===== src/rtl/core/ard_pkg.sv =====
// Shared types and constants for the address region decoder.
package ard_pkg;

	localparam int ADDR_W = 32;
	localparam int SIZE_W = 33;
	localparam int IDX_W  = 3;

	localparam logic [SIZE_W-1:0] SIZE_LIMIT = 33'h1_0000_0000;

	localparam logic FUNC_ADD    = 1'b0;
	localparam logic FUNC_DECODE = 1'b1;

	// result register load select
	localparam logic [1:0] RES_NONE = 2'd0;
	localparam logic [1:0] RES_FAIL = 2'd1;
	localparam logic [1:0] RES_ADD  = 2'd2;
	localparam logic [1:0] RES_HIT  = 2'd3;

	typedef struct packed {
		logic       load;
		logic       issue;
		logic [1:0] res_sel;
	} ard_cmd_t;

	typedef struct packed {
		logic is_add;
		logic full;
		logic empty;
		logic cmp_vld;
		logic match;
		logic cmp_last;
		logic can_issue;
	} ard_status_t;

endpackage


===== src/rtl/core/ard_ram.sv =====
// Generic single-port-write, registered-read RAM.
module ard_ram #(
	parameter int WIDTH = 8,
	parameter int DEPTH = 8,
	localparam int AW = (DEPTH > 1) ? $clog2(DEPTH) : 1
) (
	input  logic             clk,
	input  logic             we,
	input  logic [AW-1:0]    waddr,
	input  logic [WIDTH-1:0] wdata,
	input  logic [AW-1:0]    raddr,
	output logic [WIDTH-1:0] rdata
);

	logic [WIDTH-1:0] mem_q [DEPTH];
	logic [WIDTH-1:0] rdata_q;

	always_ff @(posedge clk) begin
		if (we) begin
			mem_q[waddr] <= wdata;
		end
		rdata_q <= mem_q[raddr];
	end

	assign rdata = rdata_q;

endmodule


===== src/rtl/core/ard_ctrl.sv =====
// Controller state machine: sequences the region table scan.
module ard_ctrl
	import ard_pkg::*;
(
	input  logic        clk,
	input  logic        arst_n,
	input  logic        start,
	input  ard_status_t st,
	output ard_cmd_t    cmd,
	output logic        busy,
	output logic        done
);

	localparam logic [1:0] S_IDLE  = 2'd0;
	localparam logic [1:0] S_CHECK = 2'd1;
	localparam logic [1:0] S_SCAN  = 2'd2;
	localparam logic [1:0] S_RESP  = 2'd3;

	logic [1:0] state_q;
	logic [1:0] state_d;

	always_comb begin
		state_d     = state_q;
		cmd.load    = 1'b0;
		cmd.issue   = 1'b0;
		cmd.res_sel = RES_NONE;
		case (state_q)
			S_IDLE, S_RESP: begin
				if (start) begin
					cmd.load = 1'b1;
					state_d  = S_CHECK;
				end else begin
					state_d = S_IDLE;
				end
			end
			S_CHECK: begin
				if (st.is_add && st.full) begin
					cmd.res_sel = RES_FAIL;
					state_d     = S_RESP;
				end else if (st.empty) begin
					cmd.res_sel = st.is_add ? RES_ADD : RES_FAIL;
					state_d     = S_RESP;
				end else begin
					cmd.issue = 1'b1;
					state_d   = S_SCAN;
				end
			end
			S_SCAN: begin
				if (st.cmp_vld && st.match) begin
					cmd.res_sel = st.is_add ? RES_FAIL : RES_HIT;
					state_d     = S_RESP;
				end else if (st.cmp_vld && st.cmp_last) begin
					cmd.res_sel = st.is_add ? RES_ADD : RES_FAIL;
					state_d     = S_RESP;
				end else begin
					cmd.issue = st.can_issue;
				end
			end
			default: begin
				state_d = S_IDLE;
			end
		endcase
	end

	always_ff @(posedge clk or negedge arst_n) begin
		if (!arst_n) begin
			state_q <= S_IDLE;
		end else begin
			state_q <= state_d;
		end
	end

	assign busy = (state_q == S_CHECK) || (state_q == S_SCAN);
	assign done = (state_q == S_RESP);

endmodule


===== src/rtl/core/ard_dp.sv =====
// Datapath: operand registers, region table, range compare, result registers.
module ard_dp
	import ard_pkg::*;
#(
	parameter int MAX_REGIONS = 8
) (
	input  logic              clk,
	input  logic              arst_n,
	input  logic              func,
	input  logic [ADDR_W-1:0] address,
	input  logic [SIZE_W-1:0] region_size,
	input  ard_cmd_t          cmd,
	output ard_status_t       st,
	output logic              ok,
	output logic [IDX_W-1:0]  region_index,
	output logic [ADDR_W-1:0] offset
);

	localparam int IW = (MAX_REGIONS > 1) ? $clog2(MAX_REGIONS) : 1;
	localparam int CW = $clog2(MAX_REGIONS + 1);
	localparam int EW = ADDR_W + SIZE_W;
	localparam logic [CW-1:0] MAX_CNT = CW'(MAX_REGIONS);
	localparam logic [CW-1:0] CNT_ONE = CW'(1);

	logic              func_q;
	logic [ADDR_W-1:0] addr_q;
	logic [SIZE_W-1:0] size_q;
	logic [CW-1:0]     count_q;
	logic [CW-1:0]     rd_cnt_q;
	logic              cmp_vld_s1;
	logic [CW-1:0]     cmp_idx_s1;
	logic              res_ok_q;
	logic [IDX_W-1:0]  res_idx_q;
	logic [ADDR_W-1:0] res_off_q;

	logic              wr_en;
	logic [EW-1:0]     rd_data;
	logic [ADDR_W-1:0] b;
	logic [SIZE_W-1:0] l;
	logic [SIZE_W-1:0] a_end;
	logic [SIZE_W-1:0] b_end;
	logic              base_in_new;
	logic              addr_in_old;

	assign wr_en = (cmd.res_sel == RES_ADD);

	ard_ram #(
		.WIDTH(EW),
		.DEPTH(MAX_REGIONS)
	) u_table (
		.clk  (clk),
		.we   (wr_en),
		.waddr(count_q[IW-1:0]),
		.wdata({addr_q, size_q}),
		.raddr(rd_cnt_q[IW-1:0]),
		.rdata(rd_data)
	);

	assign b     = rd_data[EW-1:SIZE_W];
	assign l     = rd_data[SIZE_W-1:0];
	assign a_end = {1'b0, addr_q} + size_q;
	assign b_end = {1'b0, b} + l;

	assign base_in_new = (b >= addr_q) && ({1'b0, b} < a_end);
	assign addr_in_old = (addr_q >= b) && ({1'b0, addr_q} < b_end);

	assign st.is_add    = (func_q == FUNC_ADD);
	assign st.full      = (count_q == MAX_CNT);
	assign st.empty     = (count_q == '0);
	assign st.cmp_vld   = cmp_vld_s1;
	assign st.match     = addr_in_old || (st.is_add && base_in_new);
	assign st.cmp_last  = (cmp_idx_s1 == count_q - CNT_ONE);
	assign st.can_issue = (rd_cnt_q < count_q);

	// operand capture; oversized lengths saturate to SIZE_LIMIT, the size of the address space
	always_ff @(posedge clk) begin
		if (cmd.load) begin
			func_q <= func;
			addr_q <= address;
			size_q <= (region_size > SIZE_LIMIT) ? SIZE_LIMIT : region_size;
		end
	end

	always_ff @(posedge clk or negedge arst_n) begin
		if (!arst_n) begin
			count_q    <= '0;
			rd_cnt_q   <= '0;
			cmp_vld_s1 <= 1'b0;
		end else begin
			if (wr_en) begin
				count_q <= count_q + CNT_ONE;
			end
			if (cmd.load) begin
				rd_cnt_q <= '0;
			end else if (cmd.issue) begin
				rd_cnt_q <= rd_cnt_q + CNT_ONE;
			end
			cmp_vld_s1 <= cmd.issue;
		end
	end

	always_ff @(posedge clk) begin
		if (cmd.issue) begin
			cmp_idx_s1 <= rd_cnt_q;
		end
	end

	always_ff @(posedge clk) begin
		case (cmd.res_sel)
			RES_FAIL: begin
				res_ok_q  <= 1'b0;
				res_idx_q <= '0;
				res_off_q <= '0;
			end
			RES_ADD: begin
				res_ok_q  <= 1'b1;
				res_idx_q <= IDX_W'(count_q);
				res_off_q <= '0;
			end
			RES_HIT: begin
				res_ok_q  <= 1'b1;
				res_idx_q <= IDX_W'(cmp_idx_s1);
				res_off_q <= addr_q - b;
			end
			default: begin
			end
		endcase
	end

	assign ok           = res_ok_q;
	assign region_index = res_idx_q;
	assign offset       = res_off_q;

	a_count_bound: assert property (@(posedge clk) disable iff (!arst_n)
		count_q <= MAX_CNT)
		else $error("region count above table depth");

	a_no_write_full: assert property (@(posedge clk) disable iff (!arst_n)
		wr_en |-> !st.full)
		else $error("table write while full");

	a_cmp_in_range: assert property (@(posedge clk) disable iff (!arst_n)
		cmp_vld_s1 |-> (cmp_idx_s1 < count_q))
		else $error("compare of an unwritten slot");

	a_issue_in_range: assert property (@(posedge clk) disable iff (!arst_n)
		cmd.issue |-> (rd_cnt_q < count_q))
		else $error("read issued past region count");

endmodule


===== src/rtl/core/address_region_decoder.sv =====
// Top level of the address region decoder.
// Usage:
//   A transaction is taken when start is high and busy is low; func, address
//   and region_size are sampled at that edge. func = 0 adds a region
//   [address, address + region_size), func = 1 decodes address.
//   Each transaction gives one result: done is high for one cycle with ok,
//   region_index and offset valid in that cycle. The receiver cannot stall.
//   Sequence: the accepting edge loads the operands and enters a check state;
//   a full-table add or an empty table gives the result straight from there,
//   otherwise the stored regions are compared in index order, stopping early
//   on a hit or overlap, and the result is registered when the scan ends.
//   The table is read one entry per cycle from a registered RAM; busy is
//   low in the done cycle, so the next transaction may start there.
//   Reset clears the region count; table contents are never compared before
//   they are written.
module address_region_decoder
	import ard_pkg::*;
#(
	parameter int MAX_REGIONS = 8
) (
	input  logic              clk,
	input  logic              arst_n,
	input  logic              start,
	output logic              busy,
	input  logic              func,
	input  logic [ADDR_W-1:0] address,
	input  logic [SIZE_W-1:0] region_size,
	output logic              done,
	output logic              ok,
	output logic [IDX_W-1:0]  region_index,
	output logic [ADDR_W-1:0] offset
);

	ard_cmd_t    cmd;
	ard_status_t st;

	ard_ctrl u_ctrl (
		.clk   (clk),
		.arst_n(arst_n),
		.start (start),
		.st    (st),
		.cmd   (cmd),
		.busy  (busy),
		.done  (done)
	);

	ard_dp #(
		.MAX_REGIONS(MAX_REGIONS)
	) u_dp (
		.clk         (clk),
		.arst_n      (arst_n),
		.func        (func),
		.address     (address),
		.region_size (region_size),
		.cmd         (cmd),
		.st          (st),
		.ok          (ok),
		.region_index(region_index),
		.offset      (offset)
	);

endmodule

===== config.mk =====
export PLATFORM = sky130hd
export DESIGN_NAME = address_region_decoder
export DESIGN_NICKNAME = d
export VERILOG_FILES = /design/src/rtl/core/ard_pkg.sv /design/src/rtl/core/ard_ram.sv /design/src/rtl/core/ard_ctrl.sv /design/src/rtl/core/ard_dp.sv /design/src/rtl/core/address_region_decoder.sv
export SDC_FILE = /design/constraint.sdc
export NUM_CORES = 1
export LEC_CHECK = 0
export BUFFER_PORTS_ARGS = -buffer_cell sky130_fd_sc_hd__clkbuf_2
export CORE_MARGIN = 4
export CORE_UTILIZATION = 40
export CTS_CLUSTER_DIAMETER = 120
export DETAILED_ROUTE_END_ITERATION = 6
export PLACE_DENSITY = 0.52
export SYNTH_ARGS = -nofsm -noshare
export SYNTH_HDL_FRONTEND = slang
export SYNTH_SLANG_ARGS = --single-unit

===== constraint.sdc =====
create_clock -name clk -period 14.6 [get_ports clk]
set_clock_uncertainty 0.15 [all_clocks]
set_input_delay 2.19 -clock clk [delete_from_list [all_inputs] [get_ports clk]]
set_output_delay 2.19 -clock clk [all_outputs]
set_load 0.05 [all_outputs]

==> flow_metrics.py <==
metrics = {
    "run_status": {
        "outcome": "completed",
    },
    "min_path": {
        "whs_endpoint": "u_dp.cmp_idx_s1[3]",
        "hold_class": "reg2reg",
        "hold-path-cell-count": 0,
        "hp-start": "u_dp.rd_cnt_q[3]",
    },
    "detailed_routing": {
        "num_vias": 17576,
        "routed_wl_mm": 78.0,
        "viasPerCell": 5.46,
        "postRouteAntennaNets": 0,
        "detail_route.wl_per_cell_um": 24.2,
        "drc": 0,
        "drtIter0Drc": 1341,
        "dr.pass1.iters": 7,
    },
    "layout": {
        "fillers": 6688,
        "area.growth.synth_to_final_pct": 14.0,
        "multi_input_area_um2": 10700,
        "nets": 2356,
        "antenna_cells": 0,
        "layoutNonFillerInstCount": 3220,
        "drive_gt1_share_pct": 21.9,
        "regArea_um2": 20400,
        "design_area_um2": 35900,
    },
    "clocking": {
        "cts_htree_levels": 3,
        "insertion_delay_ns": 0.62,
        "post_cts_resized": 0,
        "cts_sinks": 702,
        "ctsHoldBuffers": 0,
        "cts_root_buffer": "clkbuf_16",
        "cts_setup_buffers": 0,
        "cts_max_path_buffers": 3,
        "cts_made_buffers": 77,
        "tritoncts": "done",
        "clkTransAtPathRegs_ns": 0.06,
    },
    "place": {
        "hpwlAfterDp_mm": 49.9,
        "port_buffers": 106,
        "dp.cells": 3078,
        "placed_cell_area_um2": 33400,
        "place_congestion": 0.856,
        "pre_cts_slack_ns": 6.69,
    },
    "synth": {
        "syn-num-nets": 2199,
        "ys_warn_count": 0,
        "seq_area_frac_synth_pct": 64.7,
        "avgSynthCellArea_um2": 16.1,
        "yosysTopAreaCellShare_pct": 59.7,
        "syn_inst": 1960,
        "synth.ff_latch_count": 702,
        "synth.largest_area_cell": "edfxtp_1",
        "async_reset_ff_share_pct": 1.57,
        "synth.area.top_cells": "edfxtp_1 (60%), mux4_2 (9.3%), ha_1 (6.6%), dfxtp_1 (4.1%), mux2_2 (2.4%)",
        "synthesis.area_um2": 31500,
        "synth_cell_type_count": 77,
        "yosys_most_used_dff": "edfxtp_1",
        "synth-edff-count": 626,
    },
    "timing": {
        "finalSetupViolCount": 0,
        "slew_violations": 0,
        "setup_ws_ns": 6.71,
        "fmax_ghz": 0.127,
        "fin_tns_setup_ns": 0,
        "period_share_pct": 54.1,
        "period_needed_ns": 7.90,
        "relSlewSlack_pct": 37.9,
        "finalHoldViolations": 0,
        "tightest_slew_ns": 0.932,
        "rsz0062_at_grt": "false",
    },
    "setup_path": {
        "start_kind": "register",
        "reg2reg_depth": 22,
        "path_class": "reg2reg",
        "rrSetupSlack_ns": 6.71,
        "arrival_ns": 7.98,
        "worst_setup_path_end_kind": "register",
        "rr_endpoint": "u_dp.u_table.mem_q[0][56]",
        "r2r_start": "u_dp.addr_q[0]",
        "critPathRequiredTime_ns": 14.68,
        "cp_max_fo": 40,
    },
    "power": {
        "peakVddDrop_mv": 0.100,
        "powerDensity_nw_per_um2": 231,
        "p_leak_nw": 12.9,
    },
    "global_route": {
        "met1_usage_pct": 27.9,
        "antenna_found_initial": 1,
        "gr-total-overflow": 0,
        "grt_pass1_wl_mm": 116,
        "grt_busiest_layer": "met2",
        "grt_use_total_pct": 18.9,
        "grtUsageMet2_pct": 29.3,
        "grt_max_degree": 53,
        "grt_pass1_vias": 17938,
        "gr-usage-met3_pct": 3.09,
    },
    "floorplanning": {
        "ios": 107,
        "die_x_um": 289,
        "start_util_pct": 40.5,
        "rows": 102,
        "core_um2": 77700,
        "fp.dieArea_um2": 83300,
        "die_h_um": 289,
    },
    "flow_run": {
        "cap_viol_max_count": 0,
    },
}
logic make-up (layout without fill, tap and decap cells):
kind of cell,after synthesis,count (layout),synth area share (%)
flip-flops,702,702,64.7
AO/OA/AOI/OAI,341,341,7.13
AND/OR/NAND/NOR,330,330,5.56
multiplexers,202,202,11.8
adder cells (fa/ha/maj),170,170,6.82
buffers and inverters,129,349,1.58
XOR/XNOR,86,86,2.39
worst max-delay path: stages, from the launching register on:
cell	delay, ns
edfxtp_1	0.52
ha_1	0.28
fa_1	0.46
a211oi_1	0.30
o21bai_1	0.22
o2111ai_1	0.41
a31oi_1	0.31
a2111oi_2	0.68
o21ai_0	0.16
a21oi_1	0.29
nor2_1	0.10
a211o_1	0.30
ha_1	0.28
o21ai_0	0.07
nand2b_1	0.07
a21oi_1	0.06
a21oi_1	0.17
o21ai_0	0.16
o221a_2	0.30
or4_4	0.52
a211oi_2	0.37
and3_4	0.60
buf_4	0.69
through the flow:
stage	utilization, %	hold slack [ns]	total power, mW
final	46.2	0.432	8.29
after global routing	46.2	0.463	8.88
after CTS	46.2	0.435	8.36
after detailed placement	42.9	0.426	6.37
after global placement	42.9	0.402	6.37
after floorplan	-	0.301	5.37
power by group:
part / leakage, nW / switching [mW] / internal (mW)
sequential: 6.36 / 0.370 / 2.56
clock: 1.25 / 0.783 / 1.16
combinational: 5.27 / 1.92 / 1.51
cells in the mapped netlist (5+ instances only):
cell,number
edfxtp_1,626
ha_1,167
mux4_2,130
a21oi_1,91
inv_1,77
mux2_2,66
dfxtp_1,65
nand2_1,65
a21o_1,64
o21ai_0,64
and2_1,56
nor2_1,51
xnor2_1,50
xor2_1,36
clkbuf_1,33
nand3_1,32
and3_1,19
nor3_1,19
nor2b_1,17
a31oi_1,15
a211oi_1,14
nand4_1,14
nor4_1,14
buf_1,13
nand2b_1,13
o21a_1,12
dfrtp_1,11
o21bai_1,11
o211ai_1,10
or3_1,8
a2111oi_0,6
a31o_2,5
mux2i_1,5
or2_2,5
area by class of cell:
cell class                 instances  share of cell area, %
sequential                       702                   56.8
timing repair buffer             129                   1.96
multi-input combinational       1129                   29.7
clock buffer                     107                   6.08
clock inverter                    35                   1.02
inverter                          78                  0.822
tap                             1040                   3.62
placed cells by master (no fill, tap or decap), drive strengths merged, types with 6 or more instances in the layout:
| master | count |
|---|---|
| nand2b | 13 |
| nand2 | 65 |
| buf | 23 |
| clkinv | 25 |
| nand3 | 32 |
| mux4 | 130 |
| xnor2 | 50 |
| xor2 | 36 |
| and2 | 57 |
| ha | 167 |
| nor3 | 19 |
| a211oi | 15 |
| or2 | 6 |
| inv | 80 |
| nor2 | 51 |
| o21a | 12 |
| clkbuf | 213 |
| a21o | 64 |
| a31oi | 15 |
| o21ai | 66 |
| and3 | 19 |
| dfrtp | 11 |
| o211ai | 10 |
| or3 | 9 |
| nor4 | 14 |
| o21bai | 11 |
| nand4 | 14 |
| bufinv | 6 |
| a2111oi | 7 |
| a21oi | 91 |
| mux2 | 67 |
| nor2b | 17 |
| edfxtp | 626 |
| dfxtp | 65 |
layer usage:
metal,vias to the layer above,part of all wire (%)
met5,-,0
met4,0,2.0
met3,90,5.2
met2,447,46
met1,8971,47
li1,8068,-
worst max path at each step:
stage / depth (start not counted) / to / start / slack [ns]
2_1_floorplan: 22 / u_dp.u_table.mem_q[1][0] / u_dp.size_q[0] / 2.83
3_3_place_gp: 22 / u_dp.u_table.mem_q[0][62] / u_dp.addr_q[0] / 6.79
3_5_place_dp: 22 / u_dp.u_table.mem_q[0][61] / u_dp.addr_q[0] / 6.69
4_1_cts: 22 / u_dp.u_table.mem_q[0][53] / u_dp.addr_q[0] / 6.61
5_1_grt: 22 / u_dp.u_table.mem_q[0][56] / u_dp.addr_q[0] / 6.20
6_report: 22 / u_dp.u_table.mem_q[0][56] / u_dp.addr_q[0] / 6.71
registers in the layout (all words and copies together) (netlist names), 2 cells and up:
register            flops
u_dp.u_table.mem_q    520
u_dp.cmp_idx_s1         4
u_dp.region_index       3
u_dp.rd_cnt_q           4
u_dp.size_q            33
u_dp.count_q            4
u_dp.addr_q            32
u_dp.offset            32
u_dp.u_table.rdata     65
u_ctrl.state_q          2
Power figures use the tool's default switching activity.
